`config.mk`:
```
export PLATFORM = sky130hd
export DESIGN_NAME = windowed_max_fitness_center_unit
export DESIGN_NICKNAME = d
export VERILOG_FILES = /design/src/design/wmfc_pkg.sv /design/src/design/windowed_max_fitness_center_unit.sv
export SDC_FILE = /design/constraint.sdc
export NUM_CORES = 2
export LEC_CHECK = 0
export BUFFER_PORTS_ARGS = -buffer_cell sky130_fd_sc_hd__buf_2
export CORE_ASPECT_RATIO = 1.5
export CORE_MARGIN = 2
export CORE_UTILIZATION = 60
export DETAILED_ROUTE_END_ITERATION = 8
export HOLD_SLACK_MARGIN = 0.03
export PLACE_DENSITY = 0.77
export SKIP_LAST_GASP = 1
export SYNTH_ARGS = -nofsm -noshare
export SYNTH_HDL_FRONTEND = slang
export SYNTH_SLANG_ARGS = --single-unit
```
`constraint.sdc`:
```
create_clock -name clk -period 12.02 [get_ports clk]
set_clock_uncertainty 0.2 [all_clocks]
set_input_delay 2.404 -clock clk [delete_from_list [all_inputs] [get_ports clk]]
set_output_delay 2.404 -clock clk [all_outputs]
set_load 0.05 [all_outputs]
```
`src/design/wmfc_pkg.sv`:
```
// shared widths and types for the windowed maximum-fitness centre unit
package wmfc_pkg;

    localparam int DEPTH   = 16;
    localparam int ADDR_W  = $clog2(DEPTH);
    localparam int FILL_W  = $clog2(DEPTH + 1);
    localparam int COORD_W = 32;
    localparam int FIT_W   = 16;
    localparam int WLEN_W  = 5;
    localparam int SUM_W   = COORD_W + ADDR_W;
    localparam int STEP_W  = $clog2(SUM_W);
    localparam int EST_W   = FIT_W + 2;

    localparam int IN_W  = 2 * COORD_W + FIT_W;
    localparam int OUT_W = 2 * COORD_W + 2 * FIT_W;

    // configuration register indexes
    localparam logic REG_WINDOW_LENGTH = 1'b0;
    localparam logic REG_MIN_FITNESS   = 1'b1;

    // one stored place, x in the lowest bits
    typedef struct packed {
        logic [FIT_W-1:0]   fitness;
        logic [COORD_W-1:0] y_coord;
        logic [COORD_W-1:0] x_coord;
    } entry_t;

    // one result, center_x in the lowest bits
    typedef struct packed {
        logic [FIT_W-1:0]   estimate;
        logic [FIT_W-1:0]   max_fitness;
        logic [COORD_W-1:0] center_y;
        logic [COORD_W-1:0] center_x;
    } result_t;

endpackage

```
`src/design/windowed_max_fitness_center_unit.sv`:
```
// top level: windowed maximum-fitness centre with clamped fitness extrapolation
//
// each accepted place (x, y, fitness) is written into a 16-entry window memory at the
// head pointer; the block then reads the window back oldest first, one entry a cycle
// through the single synchronous read port, tracking the highest fitness and the sums
// of x and y over all places carrying it. two restoring dividers, one quotient bit a
// cycle, then form the truncated means. one transaction consists of the write, the
// read of the fill_count window entries, pipeline drain and divider set-up, the
// 36-step serial division and the load of the output register. a new place is taken
// whenever the sequencer is idle, even while the previous result still waits in the
// output register. the user must write window_length and min_fitness through the cfg
// port only while no transaction is in flight; the block does not enforce this. a
// window length of zero counts as one, one above 16 counts as 16, and shrinking a
// full window drops the surplus oldest places at the next transaction. the window
// memory is not cleared: only entries written since reset are ever read
module windowed_max_fitness_center_unit
    import wmfc_pkg::*;
(
    input  logic             clk,
    input  logic             rst_n,
    // configuration write port
    input  logic             cfg_we,
    input  logic             cfg_index,
    input  logic [FIT_W-1:0] cfg_data,
    // place input
    input  logic             s_tvalid,
    output logic             s_tready,
    input  logic [IN_W-1:0]  s_tdata,   // x_coord, y_coord, fitness
    // result output
    output logic             m_tvalid,
    input  logic             m_tready,
    output logic [OUT_W-1:0] m_tdata    // center_x, center_y, max_fitness, estimate
);

    // sequencer codes
    localparam logic [2:0] ST_IDLE  = 3'd0;
    localparam logic [2:0] ST_SCAN  = 3'd1;
    localparam logic [2:0] ST_DRAIN = 3'd2;
    localparam logic [2:0] ST_DINIT = 3'd3;
    localparam logic [2:0] ST_DIV   = 3'd4;
    localparam logic [2:0] ST_DONE  = 3'd5;

    logic [2:0]          state_reg;

    // configuration
    logic [WLEN_W-1:0]   wlen_reg;
    logic [FIT_W-1:0]    min_fit_reg;

    // window bookkeeping
    logic [ADDR_W-1:0]   head_reg;
    logic [FILL_W-1:0]   fill_reg;
    logic [ADDR_W-1:0]   rd_ptr_reg;
    logic [FILL_W-1:0]   issue_cnt_reg;

    // window memory, one entry per place
    entry_t              mem [DEPTH];
    entry_t              rdata_reg;

    // read pipeline tags
    logic                rv_reg;
    logic                rfirst_reg;
    logic [FILL_W-1:0]   rk_reg;

    // scan accumulators
    logic [FIT_W-1:0]    best_reg;
    logic signed [SUM_W-1:0] sum_x_reg;
    logic signed [SUM_W-1:0] sum_y_reg;
    logic [FILL_W-1:0]   count_reg;
    logic [FIT_W-1:0]    last_fit_reg;
    logic [FIT_W-1:0]    prev_fit_reg;

    // dividers
    logic [SUM_W-1:0]    qx_reg;
    logic [SUM_W-1:0]    qy_reg;
    logic [FILL_W-1:0]   remx_reg;
    logic [FILL_W-1:0]   remy_reg;
    logic                negx_reg;
    logic                negy_reg;
    logic [STEP_W-1:0]   step_reg;
    logic [FIT_W-1:0]    est_reg;

    // output register
    logic                out_valid_reg;
    result_t             out_reg;

    logic                in_accept;
    logic [FILL_W-1:0]   len_eff;
    logic [FILL_W-1:0]   fill_next;
    entry_t              in_entry;

    logic signed [SUM_W-1:0] rx_ext;
    logic signed [SUM_W-1:0] ry_ext;
    logic [FIT_W-1:0]    rfit;

    logic signed [EST_W-1:0] est_raw;
    logic [FIT_W-1:0]    est_next;

    logic [FILL_W:0]     remx_sh;
    logic [FILL_W:0]     remy_sh;
    logic [FILL_W:0]     div_ext;
    logic                qbit_x;
    logic                qbit_y;
    logic [FILL_W-1:0]   remx_next;
    logic [FILL_W-1:0]   remy_next;
    logic [SUM_W-1:0]    mean_x_full;
    logic [SUM_W-1:0]    mean_y_full;
    logic                out_free;

    assign in_accept = s_tvalid && s_tready;
    assign s_tready  = (state_reg == ST_IDLE);
    assign in_entry  = entry_t'(s_tdata);
    assign out_free  = !out_valid_reg || m_tready;

    // effective window length, zero as one and above the depth as the depth
    always_comb
    begin
        if (wlen_reg == '0)
        begin
            len_eff = FILL_W'(1);
        end
        else if (int'(wlen_reg) > DEPTH)
        begin
            len_eff = FILL_W'(DEPTH);
        end
        else
        begin
            len_eff = FILL_W'(wlen_reg);
        end
    end

    // fill count after appending, saturating at the window length
    always_comb
    begin
        if ((fill_reg + FILL_W'(1)) > len_eff)
        begin
            fill_next = len_eff;
        end
        else
        begin
            fill_next = fill_reg + FILL_W'(1);
        end
    end

    // data returning from the memory, sign-extended for the sums
    assign rfit   = rdata_reg.fitness;
    assign rx_ext = SUM_W'($signed(rdata_reg.x_coord));
    assign ry_ext = SUM_W'($signed(rdata_reg.y_coord));

    // extrapolate 2*last - previous, clamp above to maximum then below; one place: last
    assign est_raw = $signed({1'b0, last_fit_reg, 1'b0}) - $signed({2'b00, prev_fit_reg});
    always_comb
    begin
        if (fill_reg == FILL_W'(1))
        begin
            est_next = last_fit_reg;
        end
        else if (est_raw < $signed({2'b00, min_fit_reg}))
        begin
            est_next = min_fit_reg;
        end
        else if (est_raw > $signed({2'b00, best_reg}))
        begin
            est_next = (best_reg < min_fit_reg) ? min_fit_reg : best_reg;
        end
        else
        begin
            est_next = est_raw[FIT_W-1:0];
        end
    end

    // one restoring division step per cycle on each coordinate
    assign div_ext = {1'b0, count_reg};
    assign remx_sh = {remx_reg, qx_reg[SUM_W-1]};
    assign remy_sh = {remy_reg, qy_reg[SUM_W-1]};
    assign qbit_x  = (remx_sh >= div_ext);
    assign qbit_y  = (remy_sh >= div_ext);
    assign remx_next = qbit_x ? FILL_W'(remx_sh - div_ext) : remx_sh[FILL_W-1:0];
    assign remy_next = qbit_y ? FILL_W'(remy_sh - div_ext) : remy_sh[FILL_W-1:0];

    // truncation toward zero: divide magnitudes, restore the sign
    assign mean_x_full = negx_reg ? (-qx_reg) : qx_reg;
    assign mean_y_full = negy_reg ? (-qy_reg) : qy_reg;

    // window memory: write on an accepted transaction, registered read
    always_ff @(posedge clk)
    begin
        if (in_accept)
        begin
            mem[head_reg] <= in_entry;
        end
        rdata_reg <= mem[rd_ptr_reg];
    end

    // configuration registers
    always_ff @(posedge clk or negedge rst_n)
    begin
        if (!rst_n)
        begin
            wlen_reg    <= WLEN_W'(16);
            min_fit_reg <= '0;
        end
        else if (cfg_we)
        begin
            case (cfg_index)
                REG_WINDOW_LENGTH: wlen_reg    <= cfg_data[WLEN_W-1:0];
                REG_MIN_FITNESS:   min_fit_reg <= cfg_data;
                default:           ;
            endcase
        end
    end

    // sequencer and control state
    always_ff @(posedge clk or negedge rst_n)
    begin
        if (!rst_n)
        begin
            state_reg     <= ST_IDLE;
            head_reg      <= '0;
            fill_reg      <= '0;
            rd_ptr_reg    <= '0;
            issue_cnt_reg <= '0;
            rv_reg        <= 1'b0;
            rfirst_reg    <= 1'b0;
            rk_reg        <= '0;
            step_reg      <= '0;
            out_valid_reg <= 1'b0;
        end
        else
        begin
            rv_reg     <= (state_reg == ST_SCAN);
            rfirst_reg <= (issue_cnt_reg == '0);
            rk_reg     <= issue_cnt_reg;

            // result register: raised when a result is loaded, dropped once taken
            if ((state_reg == ST_DONE) && out_free)
            begin
                out_valid_reg <= 1'b1;
            end
            else if (out_valid_reg && m_tready)
            begin
                out_valid_reg <= 1'b0;
            end

            case (state_reg)
                ST_IDLE:
                begin
                    if (in_accept)
                    begin
                        head_reg      <= head_reg + ADDR_W'(1);
                        fill_reg      <= fill_next;
                        // oldest valid slot once the new place is in
                        rd_ptr_reg    <= head_reg + ADDR_W'(1) - fill_next[ADDR_W-1:0];
                        issue_cnt_reg <= '0;
                        state_reg     <= ST_SCAN;
                    end
                end
                ST_SCAN:
                begin
                    rd_ptr_reg    <= rd_ptr_reg + ADDR_W'(1);
                    issue_cnt_reg <= issue_cnt_reg + FILL_W'(1);
                    if (issue_cnt_reg == fill_reg - FILL_W'(1))
                    begin
                        state_reg <= ST_DRAIN;
                    end
                end
                ST_DRAIN:
                begin
                    state_reg <= ST_DINIT;
                end
                ST_DINIT:
                begin
                    step_reg  <= '0;
                    state_reg <= ST_DIV;
                end
                ST_DIV:
                begin
                    step_reg <= step_reg + STEP_W'(1);
                    if (step_reg == STEP_W'(SUM_W - 1))
                    begin
                        state_reg <= ST_DONE;
                    end
                end
                ST_DONE:
                begin
                    if (out_free)
                    begin
                        state_reg <= ST_IDLE;
                    end
                end
                default:
                begin
                    state_reg <= ST_IDLE;
                end
            endcase
        end
    end

    // scan accumulators, divider datapath and output payload
    always_ff @(posedge clk)
    begin
        if (rv_reg)
        begin
            // the oldest entry always restarts the running maximum
            if (rfirst_reg || (rfit > best_reg))
            begin
                best_reg  <= rfit;
                sum_x_reg <= rx_ext;
                sum_y_reg <= ry_ext;
                count_reg <= FILL_W'(1);
            end
            else if (rfit == best_reg)
            begin
                sum_x_reg <= sum_x_reg + rx_ext;
                sum_y_reg <= sum_y_reg + ry_ext;
                count_reg <= count_reg + FILL_W'(1);
            end
            if (rk_reg == fill_reg - FILL_W'(1))
            begin
                last_fit_reg <= rfit;
            end
            if (rk_reg == fill_reg - FILL_W'(2))
            begin
                prev_fit_reg <= rfit;
            end
        end

        if (state_reg == ST_DINIT)
        begin
            negx_reg <= sum_x_reg[SUM_W-1];
            negy_reg <= sum_y_reg[SUM_W-1];
            qx_reg   <= sum_x_reg[SUM_W-1] ? SUM_W'(-sum_x_reg) : SUM_W'(sum_x_reg);
            qy_reg   <= sum_y_reg[SUM_W-1] ? SUM_W'(-sum_y_reg) : SUM_W'(sum_y_reg);
            remx_reg <= '0;
            remy_reg <= '0;
            est_reg  <= est_next;
        end
        else if (state_reg == ST_DIV)
        begin
            qx_reg   <= {qx_reg[SUM_W-2:0], qbit_x};
            qy_reg   <= {qy_reg[SUM_W-2:0], qbit_y};
            remx_reg <= remx_next;
            remy_reg <= remy_next;
        end

        if ((state_reg == ST_DONE) && out_free)
        begin
            out_reg.center_x    <= mean_x_full[COORD_W-1:0];
            out_reg.center_y    <= mean_y_full[COORD_W-1:0];
            out_reg.max_fitness <= best_reg;
            out_reg.estimate    <= est_reg;
        end
    end

    assign m_tvalid = out_valid_reg;
    assign m_tdata  = OUT_W'(out_reg);

endmodule

```
==> results.cfg <==
[critical_path]
worst_setup_path_end_kind = flip-flop
cp_data_required_time_ns = 12.42
largest_fanout_on_the_critical_path = 15
timing.reg2reg.setup_slack_ns = 6.41
endpoint_arrival_time_on_the_critical_path_ns = 6.01
crit_start_category = flip-flop
crit_type = reg -> reg

[synth]
post_synth_num_cell_types = 76
yosys.area.top_type_share_pct = 64.7
syn-instance-count = 4792
netlist_area_sq_um = 73900
yosysSeqAreaShare_pct = 69.0
synth_top_cells_by_area = edfxtp_1 65%, mux4_2 4.9%, mux2i_1 3.5%, ha_1 3.1%, dfxtp_1 2.4%
postSynth.asyncResetShare_pct = 3.22
yosysWarnings = 0
synth.net_count = 5084
postSynthRegisterBits = 1737
synthesis.area_per_instance_sq_um = 15.4
synthDominantAreaCellType = edfxtp_1
synth-edff-count = 1591
synthFlopType = edfxtp_1

[clock_network]
insertion_delay_ns = 0.80
cts-htree-levels = 4
cts_buf_count = 156
clk_pin_slew_worst_paths_ns = 0.06
ctsHoldBuffers = 0
post_cts.resized_instances = 0
clock_sink_count = 1737
clockRootBuffer = clkbuf_16
post-cts-setup-buffers = 0
max-clock-path-buffers = 3
tritoncts = done

[floorplan]
initial_core_util_pct = 60.5
die_w_um = 291
io_pins = 200
row_count = 157
die_h_um = 434
fp.coreArea_sq_um = 122000
area_of_the_die_sq_um = 126000

[drt]
drt_first_pass_iters = 7
drt-vias-per-instance = 6.31
drt_iter0_drc = 4430
wl_per_cell_um = 25.2
antenna_left = 0
drcViolationCount = 0
wl_um = 169000
dr_total_vias = 42413

[placement]
gp_congestion = 0.901
port_buffers = 199
hpwlAfterDp_um = 103000
place_ws_ns = 6.26
dp.cells = 6422

[layout]
final-instance-count-excl-fill = 6720
fin_nets = 5282
area.growth.synth_to_final_pct = 10.8
final_layout_size_suffix_gt1_share_pct = 15.7
final_core_utilization_pct = 67.0
flip_flop_count_of_the_largest_register_after_layout = 1280

[power_and_ir_drop]
switching_share_pct = 36.9
p_sw_mw = 8.01
power_per_cell_area_nw_per_um2 = 265
cell_internal_pwr_mw = 13.7
sequentialPowerShare_pct = 39.0
combinationalPowerShare_pct = 37.9
p_leak_nw = 28.8
irDropWorstVdd_mv = 0.206
proportion_of_power_drawn_by_the_clock_network_pct = 23.1

[timing]
slew_headroom_pct = 11.6
post-route-min-period_ns = 5.61
unrepaired_setup_endpoints_after_global_routing = no
final-setup-viol-count = 0
timing_hold_violations_final = 0
fin_ws_ns = 6.41
hold_ws_ns = 0.220
final_max_slew_viol_count = 0
layout_worst_path_cycle_share_pct = 46.6
worst-slew-pin-transition_ns = 1.32
setup_total_negative_slack_ns = 0
max_freq_mhz = 178

[grt]
track_usage_pct = 27.0
maximum_number_of_pins_on_one_net_before_global_route_repair = 118
grt-ovfl-total = 0
antenna_found_initial = 24
grt_first_pass_wirelength_um = 257000
vias_in_the_first_global_route = 42808

[hold_path]
holdCritPathClass = reg -> reg

[status]
run_status = complete, no violations

[job]
max_cap_violations = 0
## stage by stage
step	cell area, sq um	total power [mW]
finish	81800	21.7
global route	81800	22.9
CTS	81800	21.7
detailed placement	76700	16.7
global placement	76700	16.5
floorplan	73900	14.3
## cell usage after synthesis, drive strengths merged (8+ instances only)
library cell	count
a31oi	8
o22ai	18
buf	40
o41ai	15
nand3	36
or4	21
dfxtp	90
nand4	26
a21o	47
o21ai	425
nor3	32
inv	117
nand2	363
nor4	12
dfrtp	55
o21a	17
or2	20
xor2	116
mux2	108
ha	184
mux4	160
nand2b	35
o21bai	10
a21oi	202
a211o	8
nor2	120
edfxtp	1591
a21boi	9
and2	14
a22oi	81
mux2i	257
xnor2	110
a221oi	83
clkbuf	169
nor2b	15
a211oi	14
or3	28
and3	15
o31ai	50
## cell families (layout without fill, tap and decap cells)
logic type | count (synthesis) | count (layout) | synth area share (%)
adders and majority gates | 190 | 190 | 3.28
AOI/OAI and AO/OA | 1035 | 1035 | 8.64
buffers and inverters | 326 | 656 | 1.66
other | 0 | 8 | 0
and+or+nand+nor | 753 | 753 | 4.74
muxes | 525 | 525 | 10.0
xor gates and xnor gates | 226 | 226 | 2.68
DFF | 1737 | 1737 | 69.0
## cell usage in the layout (no fill, tap or decap), drive strengths merged, types with 55 or more instances in the layout
cell    instances
dfrtp          55
mux2i         257
dfxtp          90
edfxtp       1591
xor2          116
inv           126
nand2         363
mux4          160
a21oi         202
xnor2         110
buf           249
a22oi          81
a221oi         83
clkbuf        209
ha            184
nor2          120
o21ai         425
mux2          108
## final cells by class
cell class                      count  area [sq um]
Fill cell                        8215         40300
Sequential cell                  1737         51000
Clock buffer                      209          4290
Multi-Input combinational cell   2729         21800
Tap cell                         1590          1990
Clock inverter                     81           875
Inverter                          117           439
Antenna cell                        8          20.0
Timing Repair Buffer              249          1410
## layer usage
metal	up-vias	GRT usage [%]	wire (um)	share of wire, %
met3	346	4.71	13100	7.8
met1	21088	34.2	64100	38
li1	19103	-	-	-
met4	28	9.67	5570	3.3
met2	1848	47.3	86300	51
met5	-	0	182	0.11
## final timing paths
kind | start | end | cells after the start
worst max-delay path | last_fit_reg[0] | est_reg[0] | 20
worst min-delay path | est_reg[13] | m_tdata[93] | 0
worst max register to register | last_fit_reg[0] | est_reg[0] | 20
worst min register to register | est_reg[13] | m_tdata[93] | 0
max in group asynchronous | rst_n | rd_ptr_reg[2] | 2
min in group asynchronous | rst_n | min_fit_reg[10] | 2
## power groups by stage
| stage | combinational [mW] | sequential (mW) | clock, mW |
|---|---|---|---|
| 2_1_floorplan | 5.96 | 8.37 | 0 |
| 3_3_place_gp | 7.97 | 8.55 | 0 |
| 3_5_place_dp | 8.14 | 8.58 | 0 |
| 4_1_cts | 8.21 | 8.45 | 5.06 |
| 5_1_grt | 9.03 | 8.54 | 5.30 |
| 6_report | 8.22 | 8.46 | 5.01 |
## critical path, cell delays in order (launching register included)
cell and delay, ns:
edfxtp_1 0.42, ha_1 0.30, nor2b_1 0.13, o21ai_1 0.18
a21boi_1 0.14, o21a_1 0.20, nor2_1 0.10, nor2_1 0.07
a311oi_1 0.32, nor2_1 0.14, ha_1 0.31, and3_1 0.21
a221oi_1 0.47, o221ai_1 0.20, a21oi_1 0.14, a211o_1 0.14
nand2_1 0.05, mux2_2 0.31, nand2_1 0.69, mux2_1 0.40
a211oi_1 0.27
No activity file was read; power rests on OpenSTA's default activity.
